[src/rtl/trd_pkg.sv]
// Package: shared types and constants of the tag record reply deframer.
package trd_pkg;

  localparam int RECORD_CAP_DEF           = 16;
  localparam int LIVE_FRAME_BYTES_DEF     = 20;
  localparam int PLAYBACK_FRAME_BYTES_DEF = 7;

  localparam int LIVE_HEADER_BYTES     = 2;
  localparam int PLAYBACK_HEADER_BYTES = 17;

  localparam int CMD_DEPTH = 2;

  localparam logic [4:0] RECORD_LIMIT_RESET = 5'd16;
  localparam logic [2:0] ADDR_RECORD_LIMIT  = 3'd0;

  localparam logic [15:0] MILLIS_MAX  = 16'd999;
  localparam logic [15:0] MILLIS_WRAP = 16'd1000;

  typedef enum logic [1:0] {
    KIND_LIVE   = 2'd0,
    KIND_PB     = 2'd1,
    KIND_HEADER = 2'd2,
    KIND_ERROR  = 2'd3
  } kind_e;

  typedef enum logic [2:0] {
    OP_STORE_CODE = 3'd0,
    OP_STORE_A0   = 3'd1,
    OP_STORE_A1   = 3'd2,
    OP_EMIT_LIVE  = 3'd3,
    OP_EMIT_PB    = 3'd4,
    OP_EMIT_HDR   = 3'd5,
    OP_EMIT_ERR   = 3'd6
  } op_e;

  typedef struct packed {
    op_e        op;
    logic [2:0] slot;
    logic [7:0] data;
    logic       last;
  } cmd_t;

  typedef struct packed {
    kind_e       kind;
    logic [47:0] tag_code;
    logic [31:0] rec_seconds;
    logic [15:0] millis;
    logic [7:0]  peak_rssi;
    logic [7:0]  wakeups;
    logic [7:0]  battery_level;
    logic [15:0] loop_word;
    logic [31:0] boot_count;
    logic [31:0] bt_time;
    logic [7:0]  firmware_version;
    logic        last;
  } res_t;

endpackage

[src/rtl/tag_record_reply_deframer.sv]
// Top level of the tag record reply deframer: config register, front, queue, back.
//
// Takes one reply byte per cycle, sustained, as long as results are popped;
// a byte that produces a record has its item written into the two-entry
// command queue at the edge that accepts it, and moved from there into the
// result register that drives the result ports once that register is free. full
// rises only when the command queue is full, which happens when the result
// register is held by a consumer that does not pop. Bytes that carry nothing
// (ignored bytes, live header and pad bytes, the first two playback header
// bytes) take no queue slot. record_limit at address 0 is sampled at each start.
module tag_record_reply_deframer #(
  parameter int RECORD_CAP           = trd_pkg::RECORD_CAP_DEF,
  parameter int LIVE_FRAME_BYTES     = trd_pkg::LIVE_FRAME_BYTES_DEF,
  parameter int PLAYBACK_FRAME_BYTES = trd_pkg::PLAYBACK_FRAME_BYTES_DEF
) (
  input  logic              clk_i,
  input  logic              rst_ni,
  input  logic              psel,
  input  logic              penable,
  input  logic              pwrite,
  input  logic [2:0]        paddr,
  input  logic [31:0]       pwdata,
  output logic [31:0]       prdata,
  output logic              pready,
  input  logic              push,
  output logic              full,
  input  logic [7:0]        rx_byte_i,
  input  logic              start_of_reply_i,
  input  logic              playback_type_i,
  input  logic [7:0]        record_count_i,
  output logic              empty,
  input  logic              pop,
  output logic [1:0]        item_kind_o,
  output logic [47:0]       tag_code_o,
  output logic [31:0]       rec_seconds_o,
  output logic [15:0]       millis_o,
  output logic signed [7:0] peak_rssi_o,
  output logic [7:0]        wakeups_o,
  output logic [7:0]        battery_level_o,
  output logic [15:0]       loop_word_o,
  output logic [31:0]       boot_count_o,
  output logic [31:0]       bt_time_o,
  output logic [7:0]        firmware_version_o,
  output logic              last_item_o
);
  import trd_pkg::*;

  logic [4:0] limit_q;
  logic       accept;
  logic       f_valid, q_valid, q_pop, q_full, r_valid;
  cmd_t       f_cmd, q_cmd;
  res_t       res;

  assign pready = 1'b1;
  assign prdata = (paddr == ADDR_RECORD_LIMIT) ? {27'd0, limit_q} : 32'd0;

  always_ff @(posedge clk_i or negedge rst_ni) begin
    if (!rst_ni) begin
      limit_q <= RECORD_LIMIT_RESET;
    end else if (psel && penable && pwrite && pready && paddr == ADDR_RECORD_LIMIT) begin
      limit_q <= pwdata[4:0];
    end
  end

  assign full   = q_full;
  assign accept = push && !q_full;

  trd_front #(
    .RECORD_CAP          (RECORD_CAP),
    .LIVE_FRAME_BYTES    (LIVE_FRAME_BYTES),
    .PLAYBACK_FRAME_BYTES(PLAYBACK_FRAME_BYTES)
  ) u_front (
    .clk_i           (clk_i),
    .rst_ni          (rst_ni),
    .accept_i        (accept),
    .rx_byte_i       (rx_byte_i),
    .start_of_reply_i(start_of_reply_i),
    .playback_type_i (playback_type_i),
    .record_count_i  (record_count_i),
    .record_limit_i  (limit_q),
    .cmd_valid_o     (f_valid),
    .cmd_o           (f_cmd)
  );

  trd_cmd_fifo #(
    .DEPTH(CMD_DEPTH)
  ) u_fifo (
    .clk_i    (clk_i),
    .rst_ni   (rst_ni),
    .wr_i     (f_valid),
    .wr_data_i(f_cmd),
    .full_o   (q_full),
    .rd_i     (q_pop),
    .valid_o  (q_valid),
    .rd_data_o(q_cmd)
  );

  trd_back u_back (
    .clk_i      (clk_i),
    .rst_ni     (rst_ni),
    .cmd_valid_i(q_valid),
    .cmd_i      (q_cmd),
    .cmd_pop_o  (q_pop),
    .res_valid_o(r_valid),
    .res_o      (res),
    .res_pop_i  (pop && r_valid)
  );

  assign empty              = !r_valid;
  assign item_kind_o        = res.kind;
  assign tag_code_o         = res.tag_code;
  assign rec_seconds_o      = res.rec_seconds;
  assign millis_o           = res.millis;
  assign peak_rssi_o        = res.peak_rssi;
  assign wakeups_o          = res.wakeups;
  assign battery_level_o    = res.battery_level;
  assign loop_word_o        = res.loop_word;
  assign boot_count_o       = res.boot_count;
  assign bt_time_o          = res.bt_time;
  assign firmware_version_o = res.firmware_version;
  assign last_item_o        = res.last;

endmodule

[src/rtl/trd_front.sv]
// Front end: tracks transaction state per byte and issues store/emit commands.
module trd_front #(
  parameter int RECORD_CAP           = trd_pkg::RECORD_CAP_DEF,
  parameter int LIVE_FRAME_BYTES     = trd_pkg::LIVE_FRAME_BYTES_DEF,
  parameter int PLAYBACK_FRAME_BYTES = trd_pkg::PLAYBACK_FRAME_BYTES_DEF
) (
  input  logic          clk_i,
  input  logic          rst_ni,
  input  logic          accept_i,
  input  logic [7:0]    rx_byte_i,
  input  logic          start_of_reply_i,
  input  logic          playback_type_i,
  input  logic [7:0]    record_count_i,
  input  logic [4:0]    record_limit_i,
  output logic          cmd_valid_o,
  output trd_pkg::cmd_t cmd_o
);
  import trd_pkg::*;

  logic       mode_q, mode_d;
  logic [7:0] left_q, left_d;
  logic [4:0] pos_q, pos_d;
  logic       hdr_q, hdr_d;
  logic       ign_q, ign_d;

  logic       e_mode, e_hdr, e_ign, err;
  logic [7:0] e_left, left_n;
  logic [4:0] e_pos;
  logic [5:0] pos1, hlen, flen;

  always_ff @(posedge clk_i or negedge rst_ni) begin
    if (!rst_ni) begin
      mode_q <= 1'b0;
      left_q <= '0;
      pos_q  <= '0;
      hdr_q  <= 1'b0;
      ign_q  <= 1'b1;
    end else begin
      mode_q <= mode_d;
      left_q <= left_d;
      pos_q  <= pos_d;
      hdr_q  <= hdr_d;
      ign_q  <= ign_d;
    end
  end

  always_comb begin
    mode_d = mode_q;
    left_d = left_q;
    pos_d  = pos_q;
    hdr_d  = hdr_q;
    ign_d  = ign_q;
    e_mode = mode_q;
    e_left = left_q;
    e_pos  = pos_q;
    e_hdr  = hdr_q;
    e_ign  = ign_q;
    err    = 1'b0;
    left_n = '0;
    pos1   = {1'b0, pos_q} + 6'd1;
    hlen   = 6'(LIVE_HEADER_BYTES);
    flen   = 6'(LIVE_FRAME_BYTES);
    cmd_valid_o  = 1'b0;
    cmd_o.op     = OP_STORE_CODE;
    cmd_o.slot   = '0;
    cmd_o.data   = rx_byte_i;
    cmd_o.last   = 1'b0;
    if (accept_i) begin
      if (start_of_reply_i) begin
        e_mode = playback_type_i;
        e_pos  = '0;
        e_hdr  = 1'b1;
        if (record_count_i > 8'(RECORD_CAP)) begin
          err = 1'b1;
        end else begin
          e_left = (record_count_i < {3'b0, record_limit_i}) ? record_count_i
                                                             : {3'b0, record_limit_i};
          e_ign  = !e_mode && (e_left == 8'd0);
        end
      end
      mode_d = e_mode;
      pos_d  = e_pos;
      hdr_d  = e_hdr;
      left_d = e_left;
      ign_d  = e_ign;
      pos1   = {1'b0, e_pos} + 6'd1;
      hlen   = e_mode ? 6'(PLAYBACK_HEADER_BYTES) : 6'(LIVE_HEADER_BYTES);
      flen   = e_mode ? 6'(PLAYBACK_FRAME_BYTES) : 6'(LIVE_FRAME_BYTES);
      if (err) begin
        ign_d       = 1'b1;
        left_d      = '0;
        cmd_valid_o = 1'b1;
        cmd_o.op    = OP_EMIT_ERR;
        cmd_o.last  = 1'b1;
      end else if (!e_ign) begin
        if (e_hdr) begin
          if (e_mode) begin
            if (e_pos >= 5'd2 && e_pos <= 5'd7) begin
              cmd_valid_o = 1'b1;
              cmd_o.op    = OP_STORE_CODE;
              cmd_o.slot  = 3'(e_pos - 5'd2);
            end else if (e_pos >= 5'd8 && e_pos <= 5'd15) begin
              cmd_valid_o = 1'b1;
              cmd_o.op    = OP_STORE_A0;
              cmd_o.slot  = e_pos[2:0];
            end
          end
          if (pos1 >= hlen) begin
            hdr_d = 1'b0;
            pos_d = '0;
            if (e_mode) begin
              cmd_valid_o = 1'b1;
              cmd_o.op    = OP_EMIT_HDR;
              cmd_o.last  = (e_left == 8'd0);
              if (e_left == 8'd0) begin
                ign_d = 1'b1;
              end
            end
          end else begin
            pos_d = pos1[4:0];
          end
        end else begin
          left_n = (e_left != 8'd0) ? e_left - 8'd1 : 8'd0;
          if (e_mode) begin
            if (e_pos < 5'd6) begin
              cmd_valid_o = 1'b1;
              cmd_o.op    = OP_STORE_A0;
              cmd_o.slot  = e_pos[2:0];
            end else if (e_pos == 5'd6) begin
              cmd_valid_o = 1'b1;
              cmd_o.op    = OP_EMIT_PB;
            end
          end else begin
            if (e_pos < 5'd8) begin
              cmd_valid_o = 1'b1;
              cmd_o.op    = OP_STORE_A0;
              cmd_o.slot  = e_pos[2:0];
            end else if (e_pos == 5'd8) begin
              cmd_valid_o = 1'b1;
              cmd_o.op    = OP_STORE_A1;
              cmd_o.slot  = 3'd0;
            end else if (e_pos >= 5'd10 && e_pos <= 5'd16) begin
              cmd_valid_o = 1'b1;
              cmd_o.op    = OP_STORE_A1;
              cmd_o.slot  = 3'(e_pos - 5'd9);
            end else if (e_pos == 5'd17) begin
              cmd_valid_o = 1'b1;
              cmd_o.op    = OP_EMIT_LIVE;
            end
          end
          if (cmd_o.op == OP_EMIT_LIVE || cmd_o.op == OP_EMIT_PB) begin
            left_d     = left_n;
            cmd_o.last = (left_n == 8'd0);
            if (left_n == 8'd0) begin
              ign_d = 1'b1;
            end
          end
          pos_d = (pos1 >= flen) ? 5'd0 : pos1[4:0];
        end
      end
    end
  end

endmodule

[src/rtl/trd_cmd_fifo.sv]
// Command queue between front end and back end.
module trd_cmd_fifo #(
  parameter int DEPTH = trd_pkg::CMD_DEPTH
) (
  input  logic          clk_i,
  input  logic          rst_ni,
  input  logic          wr_i,
  input  trd_pkg::cmd_t wr_data_i,
  output logic          full_o,
  input  logic          rd_i,
  output logic          valid_o,
  output trd_pkg::cmd_t rd_data_o
);
  import trd_pkg::*;

  localparam int AW = (DEPTH > 1) ? $clog2(DEPTH) : 1;

  cmd_t          mem_q [DEPTH];
  logic [AW-1:0] wp_q, rp_q;
  logic [AW:0]   cnt_q;
  logic          do_wr, do_rd;

  assign full_o    = (cnt_q == (AW + 1)'(DEPTH));
  assign valid_o   = (cnt_q != '0);
  assign rd_data_o = mem_q[rp_q];
  assign do_wr     = wr_i && !full_o;
  assign do_rd     = rd_i && valid_o;

  always_ff @(posedge clk_i) begin
    if (do_wr) begin
      mem_q[wp_q] <= wr_data_i;
    end
  end

  always_ff @(posedge clk_i or negedge rst_ni) begin
    if (!rst_ni) begin
      wp_q  <= '0;
      rp_q  <= '0;
      cnt_q <= '0;
    end else begin
      if (do_wr) begin
        wp_q <= (wp_q == AW'(DEPTH - 1)) ? '0 : wp_q + AW'(1);
      end
      if (do_rd) begin
        rp_q <= (rp_q == AW'(DEPTH - 1)) ? '0 : rp_q + AW'(1);
      end
      if (do_wr && !do_rd) begin
        cnt_q <= cnt_q + (AW + 1)'(1);
      end else if (do_rd && !do_wr) begin
        cnt_q <= cnt_q - (AW + 1)'(1);
      end
    end
  end

endmodule

[src/rtl/trd_back.sv]
// Back end: assembles frame bytes and builds result items into the output register.
module trd_back (
  input  logic          clk_i,
  input  logic          rst_ni,
  input  logic          cmd_valid_i,
  input  trd_pkg::cmd_t cmd_i,
  output logic          cmd_pop_o,
  output logic          res_valid_o,
  output trd_pkg::res_t res_o,
  input  logic          res_pop_i
);
  import trd_pkg::*;

  logic [47:0] code_q;
  logic [63:0] a0_q, a1_q;
  logic        valid_q;
  res_t        res_q, res_d;
  logic        is_emit, slot_ok;
  logic [31:0] dt;
  logic [15:0] ms;

  assign is_emit     = (cmd_i.op == OP_EMIT_LIVE) || (cmd_i.op == OP_EMIT_PB) ||
                       (cmd_i.op == OP_EMIT_HDR) || (cmd_i.op == OP_EMIT_ERR);
  assign slot_ok     = !valid_q || res_pop_i;
  assign cmd_pop_o   = cmd_valid_i && (!is_emit || slot_ok);
  assign res_valid_o = valid_q;
  assign res_o       = res_q;

  always_comb begin
    dt    = a0_q[31:0];
    ms    = a0_q[47:32];
    if (ms > MILLIS_MAX) begin
      ms = ms - MILLIS_WRAP;
      dt = dt + 32'd1;
    end
    res_d      = '0;
    res_d.last = cmd_i.last;
    case (cmd_i.op)
      OP_EMIT_LIVE: begin
        res_d.kind          = KIND_LIVE;
        res_d.tag_code      = {cmd_i.data, a1_q[63:24]};
        res_d.rec_seconds   = dt;
        res_d.millis        = ms;
        res_d.peak_rssi     = a0_q[55:48];
        res_d.wakeups       = a0_q[63:56];
        res_d.battery_level = a1_q[7:0];
        res_d.loop_word     = a1_q[23:8];
      end
      OP_EMIT_PB: begin
        res_d.kind        = KIND_PB;
        res_d.tag_code    = code_q;
        res_d.rec_seconds = a0_q[39:8];
        res_d.millis      = {cmd_i.data, a0_q[47:40]};
        res_d.loop_word   = {6'd0, a0_q[3:0], 6'd0};
      end
      OP_EMIT_HDR: begin
        res_d.kind             = KIND_HEADER;
        res_d.tag_code         = code_q;
        res_d.boot_count       = a0_q[31:0];
        res_d.bt_time          = a0_q[63:32];
        res_d.firmware_version = cmd_i.data;
      end
      default: begin
        res_d.kind = KIND_ERROR;
      end
    endcase
  end

  always_ff @(posedge clk_i) begin
    if (cmd_pop_o) begin
      case (cmd_i.op)
        OP_STORE_CODE: begin
          for (int i = 0; i < 6; i++) begin
            if (cmd_i.slot == 3'(i)) code_q[i*8 +: 8] <= cmd_i.data;
          end
        end
        OP_STORE_A0: begin
          for (int i = 0; i < 8; i++) begin
            if (cmd_i.slot == 3'(i)) a0_q[i*8 +: 8] <= cmd_i.data;
          end
        end
        OP_STORE_A1: begin
          for (int i = 0; i < 8; i++) begin
            if (cmd_i.slot == 3'(i)) a1_q[i*8 +: 8] <= cmd_i.data;
          end
        end
        default: begin
          res_q <= res_d;
        end
      endcase
    end
  end

  always_ff @(posedge clk_i or negedge rst_ni) begin
    if (!rst_ni) begin
      valid_q <= 1'b0;
    end else if (cmd_pop_o && is_emit) begin
      valid_q <= 1'b1;
    end else if (res_pop_i) begin
      valid_q <= 1'b0;
    end
  end

endmodule
[config.mk]
export PLATFORM = sky130hd
export DESIGN_NAME = tag_record_reply_deframer
export DESIGN_NICKNAME = d
export VERILOG_FILES = /design/src/rtl/trd_pkg.sv /design/src/rtl/tag_record_reply_deframer.sv /design/src/rtl/trd_front.sv /design/src/rtl/trd_cmd_fifo.sv /design/src/rtl/trd_back.sv
export SDC_FILE = /design/constraint.sdc
export NUM_CORES = 1
export LEC_CHECK = 0
export BUFFER_PORTS_ARGS = -buffer_cell sky130_fd_sc_hd__buf_2
export CORE_UTILIZATION = 56
export CTS_CLUSTER_SIZE = 10
export DETAILED_ROUTE_END_ITERATION = 6
export PLACE_DENSITY = 0.85
export SLEW_MARGIN = 20
export SYNTH_ARGS = -nofsm -noshare
export SYNTH_HDL_FRONTEND = slang
export SYNTH_SLANG_ARGS = --single-unit
[constraint.sdc]
create_clock -name clk_i -period 12.1 [get_ports clk_i]
set_input_delay 0 -clock clk_i [delete_from_list [all_inputs] [get_ports clk_i]]
set_output_delay 0 -clock clk_i [all_outputs]
set_load 0.01 [all_outputs]
==> impl_table.tex, run 1 <==
\begin{tabular}{lr}
\hline
Metric & Value \\
\hline
\multicolumn{2}{l}{\textbf{Detailed routing}} \\
Remaining design rule violation count & 0 \\
1st-pass router iterations & 5 \\
Via-to-Cell Ratio & about 6 \\
Post-route antenna net violation count & 0 \\
Starting DRT DRC Count & around 1300 \\
Routed via count & 11827 \\
Wire length per cell after detailed routing & between 20 and 25 um \\
Total length of routed wires & 42800 um \\
\multicolumn{2}{l}{\textbf{Floorplanning}} \\
I/O pin total & 306 \\
Chip height & roughly 180 um \\
FP Rows & 66 \\
Die X & 183 um \\
Placeable core area & 0.0325 sq mm \\
Die area & 0.0336 sq mm \\
Initial cell density of the core & approximately 57\% \\
\multicolumn{2}{l}{\textbf{Setup path}} \\
Nature of the critical path endpoint & flip-flop \\
Crit-path leading delay family & compound AO/OA/AOI/OAI gates \\
Data required time at the worst endpoint & approximately 12000 ps \\
Critical Path AT & 4810 ps \\
Critical-path cell list & inv\_1 -> ha\_1 -> a211oi\_1 -> o211a\_1 -> nor2\_2 -> nand2\_1 -> a21oi\_1 -> a21oi\_1 -> ha\_1 -> inv\_1 -> or3\_1 -> or3b\_2 -> a21oi\_1 -> nor4\_1 -> a21boi\_0 -> nand4b\_1 -> a31oi\_1 \\
Cell type with the highest occurrence count on the critical path & sky130\_fd\_sc\_hd\_\_a21oi\_1 \\
Stage delay of the slowest cell on the critical path & 460 ps \\
Startpoint kind of the worst setup timing path & flip-flop \\
Number of stages on the worst setup path & 17 \\
Worst reg2reg endpoint & u\_fifo.mem\_q[1][0] \\
Crit-path max FO & 7 \\
Worst reg-to-reg setup slack & 7610 ps \\
Slowest CP cell & sky130\_fd\_sc\_hd\_\_dfrtp\_1 \\
Worst setup path class & flip-flop to flip-flop \\
Launch point of the worst reg-to-reg path & limit\_q[3] \\
Buffers and inverters on the worst path & 2 \\
Capturing instance or port of the critical path & u\_fifo.mem\_q[1][0] \\
Critical Path Start & limit\_q[3] \\
Reg2Reg Depth & 17 \\
\multicolumn{2}{l}{\textbf{GRT}} \\
Via count of the first global-routing pass & 11452 \\
Number of antenna violations at the first check in global routing & 0 \\
Pin count of the biggest net entering global routing & 212 \\
Global-route wire length before repair & around 65000 um \\
Aggregate global routing overflow & 0 \\
Overall track demand over capacity in global routing & 25.2\% \\
\multicolumn{2}{l}{\textbf{Clocking}} \\
Post-CTS sizing & 0 \\
Root cell of the clock tree & sky130\_fd\_sc\_hd\_\_clkbuf\_16 \\
H-tree depth & 2 \\
Bufs on Longest Clock Path & 3 \\
Post-CTS Repair Setup Buffers & 0 \\
Total clock sinks & between 400 and 500 \\
Hold-fix buffer count after cts & 25 \\
Clock slew seen by the registers of the worst setup and hold paths & 50 ps \\
Number of CTS-inserted buffers & 51 \\
Clock network latency to the later pin of the worst-skew pair & 570 ps \\
CTS tree & built \\
\multicolumn{2}{l}{\textbf{Timing}} \\
RSZ-0062 raised after global routing & false \\
Minimum clock period & 4490 ps \\
Max-slew headroom & 13.7\% \\
Final hold viol count & 0 \\
Number of endpoints failing setup at the final stage & 0 \\
Post-route fraction of the period consumed by the critical path & 37.1\% \\
Max Slew Vio Count & 0 \\
Clock Skews & 35.6 ps \\
Highest Clock Rate & 0.223 GHz \\
Post-route setup TNS & 0 ps \\
Slew at the pin with the worst max-slew slack & 1290 ps \\
\multicolumn{2}{l}{\textbf{Outcome}} \\
Run status & finished clean \\
\multicolumn{2}{l}{\textbf{Logic synthesis}} \\
Yosys warning count & 0 \\
Cells after Synth & 1289 \\
Distinct cells, synth & 87 \\
Post-synthesis cell area & 0.0184 sq mm \\
Main flop type after synthesis & sky130\_fd\_sc\_hd\_\_edfxtp\_1 \\
Async set or reset register ratio after synthesis & under 10\% \\
Mean instance size in the synthesized netlist & 14.3 sq um \\
Number of enable-type register cells in the synthesized netlist & 417 \\
Sequential-to-total area share from yosys stat & 71.5\% \\
Flop and latch count out of synthesis & 443 \\
\multicolumn{2}{l}{\textbf{Cells and area}} \\
Final cell area excluding filler cells & 0.0217 sq mm \\
Most common cell after layout, fill and taps aside & sky130\_fd\_sc\_hd\_\_edfxtp\_1 \\
Layout Area Growth over Synthesis & 17.7\% \\
Area occupied by multi-input gates & 0.00482 sq mm \\
Total number of nets in the final design & 1649 \\
N\_diodes & 0 \\
Fin util & 66.9\% \\
Top library cells by usage in the layout, fill and taps aside & sky130\_fd\_sc\_hd\_\_edfxtp\_1, sky130\_fd\_sc\_hd\_\_buf\_2, sky130\_fd\_sc\_hd\_\_nor2\_1, sky130\_fd\_sc\_hd\_\_nand2\_1, sky130\_fd\_sc\_hd\_\_o21ai\_0 \\
Fill count & 2202 \\
Share of cells above drive strength 1 & 22.9\% \\
Sequential Area & 0.0132 sq mm \\
\multicolumn{2}{l}{\textbf{Power and ir drop}} \\
Max IR drop VDD & 0.302 mV \\
Leakage dissipation & between 0.008 and 0.009 uW \\
Pwr/cell area & 244 mW/mm\^{}2 \\
Post-route total power & 5300 uW \\
\multicolumn{2}{l}{\textbf{Placed design}} \\
Hpwl dp & 27800 um \\
Cell Area, Placed & 0.0200 sq mm \\
I/O Buffers & 250 \\
Routability Congestion & 0.909 \\
\multicolumn{2}{l}{\textbf{Min path}} \\
Class of the most critical hold timing path & input pin to async pin \\
\multicolumn{2}{l}{\textbf{Flow run}} \\
Maximum capacitance violations & 0 \\
\hline
\end{tabular}
==> power by group <==
part	internal [uW]	switching (uW)
clock	796	557
combinational	444	974
sequential	2350	174
total	3590	1710
==> state kept, by name (all words and copies together), names as in the netlist <==
register and flops:
u_back.res_o 211, u_back.res_valid_o 1, u_back.a1_q 64, u_front.pos_q 5, u_fifo.mem_q 30, u_fifo.cnt_q 2
u_front.mode_q 1, u_back.a0_q 64, limit_q 5, u_fifo.rp_q 1, u_front.left_q 8, u_front.hdr_q 1
u_front.ign_q 1, u_back.code_q 48, u_fifo.wp_q 1
==> final cells by class <==
cell class	instances	share of cell area [%]
Sequential cell	443	60.7
Clock inverter	5	0.398
Tap cell	442	2.55
Clock buffer	67	6.25
Multi-Input combinational cell	755	22.2
Timing Repair Buffer	286	7.36
Inverter	31	0.536
==> stage by stage <==
step	setup slack, ps	std cells	hold slack, ps
after floorplan	1070	1315	-296
after global placement	7780	1932	45.2
after detailed placement	7710	1932	58.0
after CTS	7670	2029	13.2
after global routing	7400	2029	77.0
final	7610	2029	30.1
==> worst min-delay path by stage <==
stage / start / to / slack, ps
2_1_floorplan: rst_ni / limit_q[0] / -300
3_3_place_gp: rst_ni / limit_q[1] / 50
3_5_place_dp: rst_ni / limit_q[1] / 60
4_1_cts: rst_ni / limit_q[0] / 10
5_1_grt: rst_ni / limit_q[0] / 80
6_report: rst_ni / limit_q[0] / 30
==> kinds of logic (layout without fill, tap and decap cells) <==
group,count (synthesis),count (layout),share of synthesized area [%]
flops,443,443,71.5
simple gates,412,412,11.9
compound gates,220,220,8.36
buf+inv,117,389,3.07
xor+xnor,52,52,2.47
mux,22,22,1.25
fa+ha+maj,21,21,1.43
other cells,2,28,0.0407
==> worst reg2reg max path, delay by kind of cell, from the launching register on <==
family / cells / cell delay [ps]
buf+inv: 2 / 200
fa+ha+maj: 2 / 580
simple gates: 6 / 1350
compound gates: 7 / 1680
flops: 1 / 460
==> per-layer routing <==
layer	vias up	global-route usage, %	routed length (um)
met3	87	4.18	3420
met5	-	0	0
met2	616	43.0	21000
met1	5788	33.2	17200
met4	0	8.07	1150
li1	5336	-	-
==> synthesized netlist by cell type, types with 4 or more instances <==
cell                         n  area, sq um
sky130_fd_sc_hd__ha_1       21          263
sky130_fd_sc_hd__buf_2       6         30.0
sky130_fd_sc_hd__a211oi_1    4         30.0
sky130_fd_sc_hd__inv_1      30          113
sky130_fd_sc_hd__mux2_2      8         90.1
sky130_fd_sc_hd__a32oi_1     4         35.0
sky130_fd_sc_hd__nand3_1    18         90.1
sky130_fd_sc_hd__and2_1     47          294
sky130_fd_sc_hd__a21oi_1    20          100
sky130_fd_sc_hd__nand2_1    93          349
sky130_fd_sc_hd__nand2b_1    8         50.1
sky130_fd_sc_hd__xor2_1     20          175
sky130_fd_sc_hd__or3_1       5         31.3
sky130_fd_sc_hd__o22ai_1    15         93.8
sky130_fd_sc_hd__nor2b_1     8         50.1
sky130_fd_sc_hd__clkbuf_1   47          176
sky130_fd_sc_hd__nand3b_1    4         30.0
sky130_fd_sc_hd__edfxtp_1  417        12500
sky130_fd_sc_hd__nor4_1      9         56.3
sky130_fd_sc_hd__o21bai_1    4         30.0
sky130_fd_sc_hd__nor3_1     15         75.1
sky130_fd_sc_hd__mux2i_1    14          140
sky130_fd_sc_hd__a22o_1     55          482
sky130_fd_sc_hd__nor2_1     94          353
sky130_fd_sc_hd__o21ai_0    66          330
sky130_fd_sc_hd__and3_1     65          407
sky130_fd_sc_hd__dfrtp_1    24          601
sky130_fd_sc_hd__a31oi_1    11         68.8
sky130_fd_sc_hd__xnor2_1    32          280
sky130_fd_sc_hd__nand4_1     9         56.3
sky130_fd_sc_hd__o21ai_1     5         25.0
sky130_fd_sc_hd__buf_4      28          210
No activity file was read; power rests on OpenSTA's default activity.
==> run 2, diff against run 1 <==
==> constraint.sdc (replaced) <==
create_clock -name clk_i -period 4.5 [get_ports clk_i]
set_input_delay 0 -clock clk_i [delete_from_list [all_inputs] [get_ports clk_i]]
set_output_delay 0 -clock clk_i [all_outputs]
set_load 0.01 [all_outputs]
==> impl_table.tex, run 2 (synthesis gave the netlist of run 1 again) <==
\begin{tabular}{lr}
\hline
Metric & Value \\
\hline
\multicolumn{2}{l}{\textbf{Placed design}} \\
Routability Congestion & 0.891 (-2.0\%) \\
I/O Buffers & 250 (unchanged) \\
Hpwl dp & 28300 um (+1.8\%) \\
\multicolumn{2}{l}{\textbf{Timing}} \\
Slew at the pin with the worst max-slew slack & 1050 ps (-246 ps) \\
Max Slew Vio Count & 0 (unchanged) \\
Post-route fraction of the period consumed by the critical path & 92.1\% (+55 points) \\
Minimum clock period & 4140 ps (-343 ps) \\
Max-slew headroom & 30.1\% (+16 points) \\
Clock Skews & 17.1 ps (-18.5 ps) \\
Highest Clock Rate & 0.241 GHz (+8.3\%) \\
Number of endpoints failing setup at the final stage & 0 (unchanged) \\
Final hold viol count & 0 (unchanged) \\
RSZ-0062 raised after global routing & false \\
Post-route setup TNS & 0 ps (unchanged) \\
Final Hold Slack & 19.0 ps (-11.1 ps) \\
\multicolumn{2}{l}{\textbf{Detailed routing}} \\
Wire length per cell after detailed routing & 21.1 um (+0.15\%) \\
1st-pass router iterations & 6 (+1) \\
Routed via count & 11799 (-0.24\%) \\
Remaining design rule violation count & 0 (unchanged) \\
Post-route antenna net violation count & 0 (unchanged) \\
Starting DRT DRC Count & 1093 (-18\%) \\
Total length of routed wires & 42800 um (about the same) \\
Via-to-Cell Ratio & 5.82 (about the same) \\
\multicolumn{2}{l}{\textbf{Setup path}} \\
Startpoint kind of the worst setup timing path & flip-flop \\
Stage delay of the slowest cell on the critical path & 460 ps (about the same) \\
Nature of the critical path endpoint & flip-flop \\
Worst setup path class & flip-flop to flip-flop \\
Critical Path AT & 4410 ps (-400 ps) \\
Slowest CP cell & sky130\_fd\_sc\_hd\_\_dfrtp\_1 \\
Buffers and inverters on the worst path & 2 (unchanged) \\
Crit-path leading delay family & simple AND/OR/NAND/NOR gates \\
Cell type with the highest occurrence count on the critical path & sky130\_fd\_sc\_hd\_\_a21oi\_1 \\
Critical-path cell list & inv\_1 -> ha\_1 -> o211ai\_1 -> o211a\_2 -> nor2\_2 -> nand2\_1 -> a21oi\_1 -> a21oi\_1 -> ha\_1 -> inv\_1 -> or3\_1 -> or3b\_2 -> a21oi\_1 -> nor4\_2 -> a21boi\_0 -> nand4b\_1 -> a31oi\_1 \\
Crit-path max FO & 7 (unchanged) \\
Data required time at the worst endpoint & 4760 ps (-7660 ps) \\
\multicolumn{2}{l}{\textbf{Power and ir drop}} \\
Pwr/cell area & 649 mW/mm\^{}2 (+170\%) \\
Leakage dissipation & 0.00837 uW (about the same) \\
Max IR drop VDD & 0.404 mV (+34\%) \\
\multicolumn{2}{l}{\textbf{Outcome}} \\
Run status & finished clean \\
\multicolumn{2}{l}{\textbf{Min path}} \\
Class of the most critical hold timing path & input pin to async pin \\
\multicolumn{2}{l}{\textbf{Cells and area}} \\
Share of cells above drive strength 1 & 23.7\% (+0.80 points) \\
Top library cells by usage in the layout, fill and taps aside & sky130\_fd\_sc\_hd\_\_edfxtp\_1, sky130\_fd\_sc\_hd\_\_buf\_2, sky130\_fd\_sc\_hd\_\_nand2\_1 \\
N\_diodes & 0 (unchanged) \\
Fin util & 67.0\% (+0.093 points) \\
Flip-flop count of the largest register, all copies and words added & 211 (unchanged) \\
Total number of nets in the final design & 1658 (+0.55\%) \\
Layout Area Growth over Synthesis & 17.9\% \\
Most common cell after layout, fill and taps aside & sky130\_fd\_sc\_hd\_\_edfxtp\_1 \\
\multicolumn{2}{l}{\textbf{GRT}} \\
Most used routing layer & met2 \\
Met2 Usage GRT & 43.7\% (+0.74 points) \\
Global-route wire length before repair & 64700 um (about the same) \\
Met3 Track Usage GR & 3.76\% (-0.42 points) \\
Pin count of the biggest net entering global routing & 82 (-61\%) \\
Met1 usage in global routing & 33.0\% (-0.22 points) \\
Number of antenna violations at the first check in global routing & 0 (unchanged) \\
Overall track demand over capacity in global routing & 25.3\% (+0.057 points) \\
Aggregate global routing overflow & 0 (unchanged) \\
Via count of the first global-routing pass & 11521 (+0.60\%) \\
\multicolumn{2}{l}{\textbf{Flow run}} \\
Maximum capacitance violations & 0 (unchanged) \\
\multicolumn{2}{l}{\textbf{Clocking}} \\
Clock network latency to the later pin of the worst-skew pair & 550 ps (-20 ps) \\
Clock slew seen by the registers of the worst setup and hold paths & 50 ps (about the same) \\
Root cell of the clock tree & sky130\_fd\_sc\_hd\_\_clkbuf\_16 \\
Bufs on Longest Clock Path & 3 (unchanged) \\
Number of CTS-inserted buffers & 50 (-2.0\%) \\
H-tree depth & 2 (unchanged) \\
CTS tree & built \\
Total clock sinks & 443 (unchanged) \\
Post-CTS Repair Setup Buffers & 0 (unchanged) \\
\multicolumn{2}{l}{\textbf{Floorplanning}} \\
Placeable core area & 0.0325 sq mm (unchanged) \\
Initial cell density of the core & 56.8\% (unchanged) \\
Die X & 183 um (unchanged) \\
I/O pin total & 306 (unchanged) \\
Chip height & 183 um (unchanged) \\
FP Rows & 66 (unchanged) \\
Die area & 0.0336 sq mm (unchanged) \\
\hline
\end{tabular}
run 2: cell count changes in the layout (fill, tap and decap cells not counted), moves of 2 or more:
cell and delta:
sky130_fd_sc_hd__mux2i_1 -2, sky130_fd_sc_hd__buf_12 +2, sky130_fd_sc_hd__clkbuf_8 -2, sky130_fd_sc_hd__clkbuf_1 -8, sky130_fd_sc_hd__mux2i_4 +2, sky130_fd_sc_hd__buf_4 +8
sky130_fd_sc_hd__inv_6 -3
run 2: per-layer routing:
layer	wire [um]	vias to the layer above
met2	21300	579
li1	-	5349
met1	17000	5772
met5	0	-
met3	3170	99
met4	1250	0
run 2: final cells by class:
| class | count | area [sq um] |
|---|---|---|
| Inverter | 31 | 116 |
| Clock inverter | 3 | 25.0 |
| Multi-Input combinational cell | 755 | 4890 |
| Timing Repair Buffer | 296 | 1700 |
| Sequential cell | 443 | 13200 |
| Fill cell | 2250 | 10700 |
| Clock buffer | 56 | 1270 |
| Tap cell | 442 | 553 |
run 2: path summary, 6_finish.rpt:
check | start | endpoint | slack [ps] | depth (start not counted)
max | limit_q[2] | u_fifo.mem_q[1][0] | 360 | 17
min | rst_ni | limit_q[1] | 20 | 2
max reg2reg | limit_q[2] | u_fifo.mem_q[1][0] | 360 | 17
min reg2reg | u_fifo.wp_q | u_fifo.wp_q | 480 | 1
max in group asynchronous | rst_ni | u_fifo.rp_q | 4060 | 2
min in group clk_i | penable | limit_q[0] | 80 | 3
run 2: repair_timing:
item	4_1_cts	5_1_grt
endpoints found under the setup margin	0	3
endpoints found under the hold margin	51	0
gates resized for setup	0	3
hold buffers	25	0
run 2: power by group:
part / switching, uW / internal, uW / total, uW
clock: 1420 / 1960 / 3390
combinational: 2690 / 1300 / 3990
sequential: 439 / 6290 / 6730
total: 4550 / 9550 / 14100
run 2: stage by stage:
step | cells | cell area, sq um | worst slack, ps | power [uW]
6_report | 2026 | 21700 | 355 | 14100
3_5_place_dp | 1942 | 20200 | 294 | 10800
2_1_floorplan | 1315 | 18600 | -262 | 9010
3_3_place_gp | 1942 | 20200 | 383 | 10600
4_1_cts | 2026 | 21700 | 249 | 14200
5_1_grt | 2026 | 21700 | 44.0 | 14700
==> run 3, diff against run 2 <==
--- a/config.mk
+++ b/config.mk
@@ -6,10 +6,11 @@
 export NUM_CORES = 1
 export LEC_CHECK = 0
 export BUFFER_PORTS_ARGS = -buffer_cell sky130_fd_sc_hd__buf_2
-export CORE_UTILIZATION = 56
+export CORE_UTILIZATION = 58
+export CTS_BUF_LIST = sky130_fd_sc_hd__clkbuf_2
 export CTS_CLUSTER_SIZE = 10
 export DETAILED_ROUTE_END_ITERATION = 6
-export PLACE_DENSITY = 0.85
+export PLACE_DENSITY = 0.88
 export SLEW_MARGIN = 20
 export SYNTH_ARGS = -nofsm -noshare
 export SYNTH_HDL_FRONTEND = slang
==> impl_table.tex, run 3 (synthesis gave the netlist of run 1 again) <==
\begin{tabular}{lr}
\hline
Metric & Value \\
\hline
\multicolumn{2}{l}{\textbf{Outcome}} \\
Run status & finished clean \\
\multicolumn{2}{l}{\textbf{Detailed routing}} \\
WL met1 & 16900 um (-0.59\%) \\
Wire length per cell after detailed routing & 20.6 um (-2.6\%) \\
1st-pass router iterations & 6 (unchanged) \\
Post-route antenna net violation count & 0 (unchanged) \\
Total length of routed wires & 43800 um (+2.3\%) \\
Via-to-Cell Ratio & 5.83 (+0.14\%) \\
Metal2 WL & 22100 um (+3.7\%) \\
Remaining design rule violation count & 0 (unchanged) \\
Top routing layer in use & met4 \\
Starting DRT DRC Count & 1303 (+19\%) \\
Met3 Routed Length & 3740 um (+18\%) \\
Routed via count & 12416 (+5.2\%) \\
\multicolumn{2}{l}{\textbf{Setup path}} \\
Stage delay of the slowest cell on the critical path & 460 ps (about the same) \\
Buffers and inverters on the worst path & 2 (unchanged) \\
Launch point of the worst reg-to-reg path & limit\_q[2] \\
Slowest CP cell & sky130\_fd\_sc\_hd\_\_dfrtp\_2 \\
Critical Path Start & limit\_q[2] \\
Critical-path cell list & inv\_1 -> ha\_1 -> o211ai\_1 -> o211a\_2 -> nor2\_2 -> nand2\_1 -> a21oi\_1 -> a21oi\_2 -> ha\_1 -> inv\_1 -> or3\_1 -> or3b\_2 -> a21oi\_1 -> nor4\_2 -> a21boi\_0 -> nand4b\_1 -> a31oi\_1 \\
Startpoint kind of the worst setup timing path & flip-flop \\
Crit-path max FO & 7 (unchanged) \\
Worst reg-to-reg setup slack & 350 ps (about the same) \\
Crit-path leading delay family & compound AO/OA/AOI/OAI gates \\
Data required time at the worst endpoint & 5110 ps (+350 ps) \\
Worst setup path class & flip-flop to flip-flop \\
Critical Path AT & 4760 ps (+350 ps) \\
Nature of the critical path endpoint & flip-flop \\
\multicolumn{2}{l}{\textbf{Timing}} \\
Post-route fraction of the period consumed by the critical path & 92.3\% (+0.22 points) \\
Max-slew headroom & 26.0\% (-4.1 points) \\
Final Hold Slack & 111 ps (+91.9 ps) \\
Clock Skews & 101 ps (+83.5 ps) \\
Highest Clock Rate & 0.241 GHz (-0.23\%) \\
Max Slew Vio Count & 0 (unchanged) \\
RSZ-0062 raised after global routing & false \\
Final hold viol count & 0 (unchanged) \\
Number of endpoints failing setup at the final stage & 0 (unchanged) \\
Minimum clock period & 4150 ps (+9.69 ps) \\
Slew at the pin with the worst max-slew slack & 1110 ps (+60.8 ps) \\
\multicolumn{2}{l}{\textbf{Placed design}} \\
Hpwl dp & 27600 um (-2.3\%) \\
Number of cells in the design after placement & 1894 (-2.5\%) \\
Cell Area, Placed & 0.0201 sq mm (-0.48\%) \\
I/O Buffers & 250 (unchanged) \\
Routability Congestion & 0.873 (-2.0\%) \\
\multicolumn{2}{l}{\textbf{Cells and area}} \\
Total number of nets in the final design & 1738 (+4.8\%) \\
Layout Area Growth over Synthesis & 17.1\% \\
Flip-flop count of the largest register, all copies and words added & 211 (unchanged) \\
Fill count & 2036 (-9.5\%) \\
Share of cells above drive strength 1 & 27.6\% (+3.9 points) \\
Most common cell after layout, fill and taps aside & sky130\_fd\_sc\_hd\_\_edfxtp\_1 \\
Sequential Area & 0.0132 sq mm (about the same) \\
Top library cells by usage in the layout, fill and taps aside & sky130\_fd\_sc\_hd\_\_edfxtp\_1, sky130\_fd\_sc\_hd\_\_buf\_2, sky130\_fd\_sc\_hd\_\_clkbuf\_2 \\
Area occupied by multi-input gates & 0.00489 sq mm (about the same) \\
Final cell count without fillers & 2129 (+5.1\%) \\
Final cell area excluding filler cells & 0.0216 sq mm (-0.67\%) \\
\multicolumn{2}{l}{\textbf{Floorplanning}} \\
Die X & 180 um (-1.7\%) \\
Placeable core area & 0.0309 sq mm (-4.8\%) \\
Chip height & 180 um (-1.7\%) \\
I/O pin total & 306 (unchanged) \\
FP Rows & 64 (-3.0\%) \\
Die area & 0.0325 sq mm (-3.4\%) \\
Initial cell density of the core & 59.6\% (+2.8 points) \\
\multicolumn{2}{l}{\textbf{Clocking}} \\
Bufs on Longest Clock Path & 3 (unchanged) \\
Clock slew seen by the registers of the worst setup and hold paths & 140 ps (+90 ps) \\
Total clock sinks & 443 (unchanged) \\
H-tree depth & 3 (+1) \\
Post-CTS Repair Setup Buffers & 0 (unchanged) \\
CTS tree & built \\
Clock network latency to the later pin of the worst-skew pair & 970 ps (+420 ps) \\
Root cell of the clock tree & sky130\_fd\_sc\_hd\_\_clkbuf\_2 \\
Number of CTS-inserted buffers & 102 (+100\%) \\
\multicolumn{2}{l}{\textbf{Power and ir drop}} \\
Leakage dissipation & 0.00855 uW (+2.1\%) \\
Pwr/cell area & 614 mW/mm\^{}2 (-5.4\%) \\
Max IR drop VDD & 0.593 mV (+47\%) \\
\multicolumn{2}{l}{\textbf{Min path}} \\
Class of the most critical hold timing path & input pin to flip-flop \\
Worst hold path startpoint & record\_count\_i[7] \\
\multicolumn{2}{l}{\textbf{GRT}} \\
Pin count of the biggest net entering global routing & 143 (+74\%) \\
Aggregate global routing overflow & 0 (unchanged) \\
Global-route wire length before repair & 67300 um (+3.9\%) \\
Via count of the first global-routing pass & 12268 (+6.5\%) \\
Number of antenna violations at the first check in global routing & 2 (+2) \\
Overall track demand over capacity in global routing & 26.8\% (+1.5 points) \\
\multicolumn{2}{l}{\textbf{Flow run}} \\
Maximum capacitance violations & 0 (unchanged) \\
\hline
\end{tabular}
## run 3: worst min-delay path: cells and delay by family
kind	cells	cell delay [ps]
simple gates	5	670
compound gates	2	180
buf+inv	1	100
## run 3: final cells by class
class / count / share of cell area, %
antenna: 2 / 0.0232
clock buffer: 142 / 3.29
clock inverter: 36 / 1.02
inverter: 31 / 0.539
multi-input combinational: 755 / 22.7
sequential: 443 / 61.0
tap: 396 / 2.30
timing repair buffer: 324 / 9.11
## run 3: stage by stage
| stage | setup TNS, ps | util [%] | worst slack (ps) | total power, uW |
|---|---|---|---|---|
| final | 0 | 69.8 | 345 | 13300 |
| after global routing | 0 | 69.8 | 31.5 | 13900 |
| after CTS | 0 | 69.8 | 175 | 13300 |
| after detailed placement | 0 | 64.9 | 229 | 10700 |
| after global placement | 0 | 64.9 | 515 | 10600 |
| after floorplan | -55230 | - | -262 | 9010 |
## run 3: routing by layer
layer,GRT usage [%],vias to the layer above
met5,0,-
met3,5.62,88
met1,33.6,6054
met4,9.98,0
li1,-,5592
met2,46.1,682
## run 3: path summary, 6_finish.rpt
kind                                 endpoint  depth (start not counted)
setup / recovery           u_fifo.mem_q[1][0]                         17
setup reg to reg           u_fifo.mem_q[1][0]                         17
hold reg to reg              u_back.res_o[90]                          1
min in group asynchronous          limit_q[2]                          4
max in group asynchronous          limit_q[4]                          4
hold / removal              u_front.left_q[2]                          8
## run 3: power breakdown
group          internal [uW]  switching, uW
clock network            985           1550
registers               6290            451
logic                   1270           2700
total                   8550           4710
## run 3: repair_timing
item,in CTS,in global routing
hold endpoints to repair,83,0
hold buffers,55,0
setup endpoints to repair,0,3
gates resized for setup,0,6
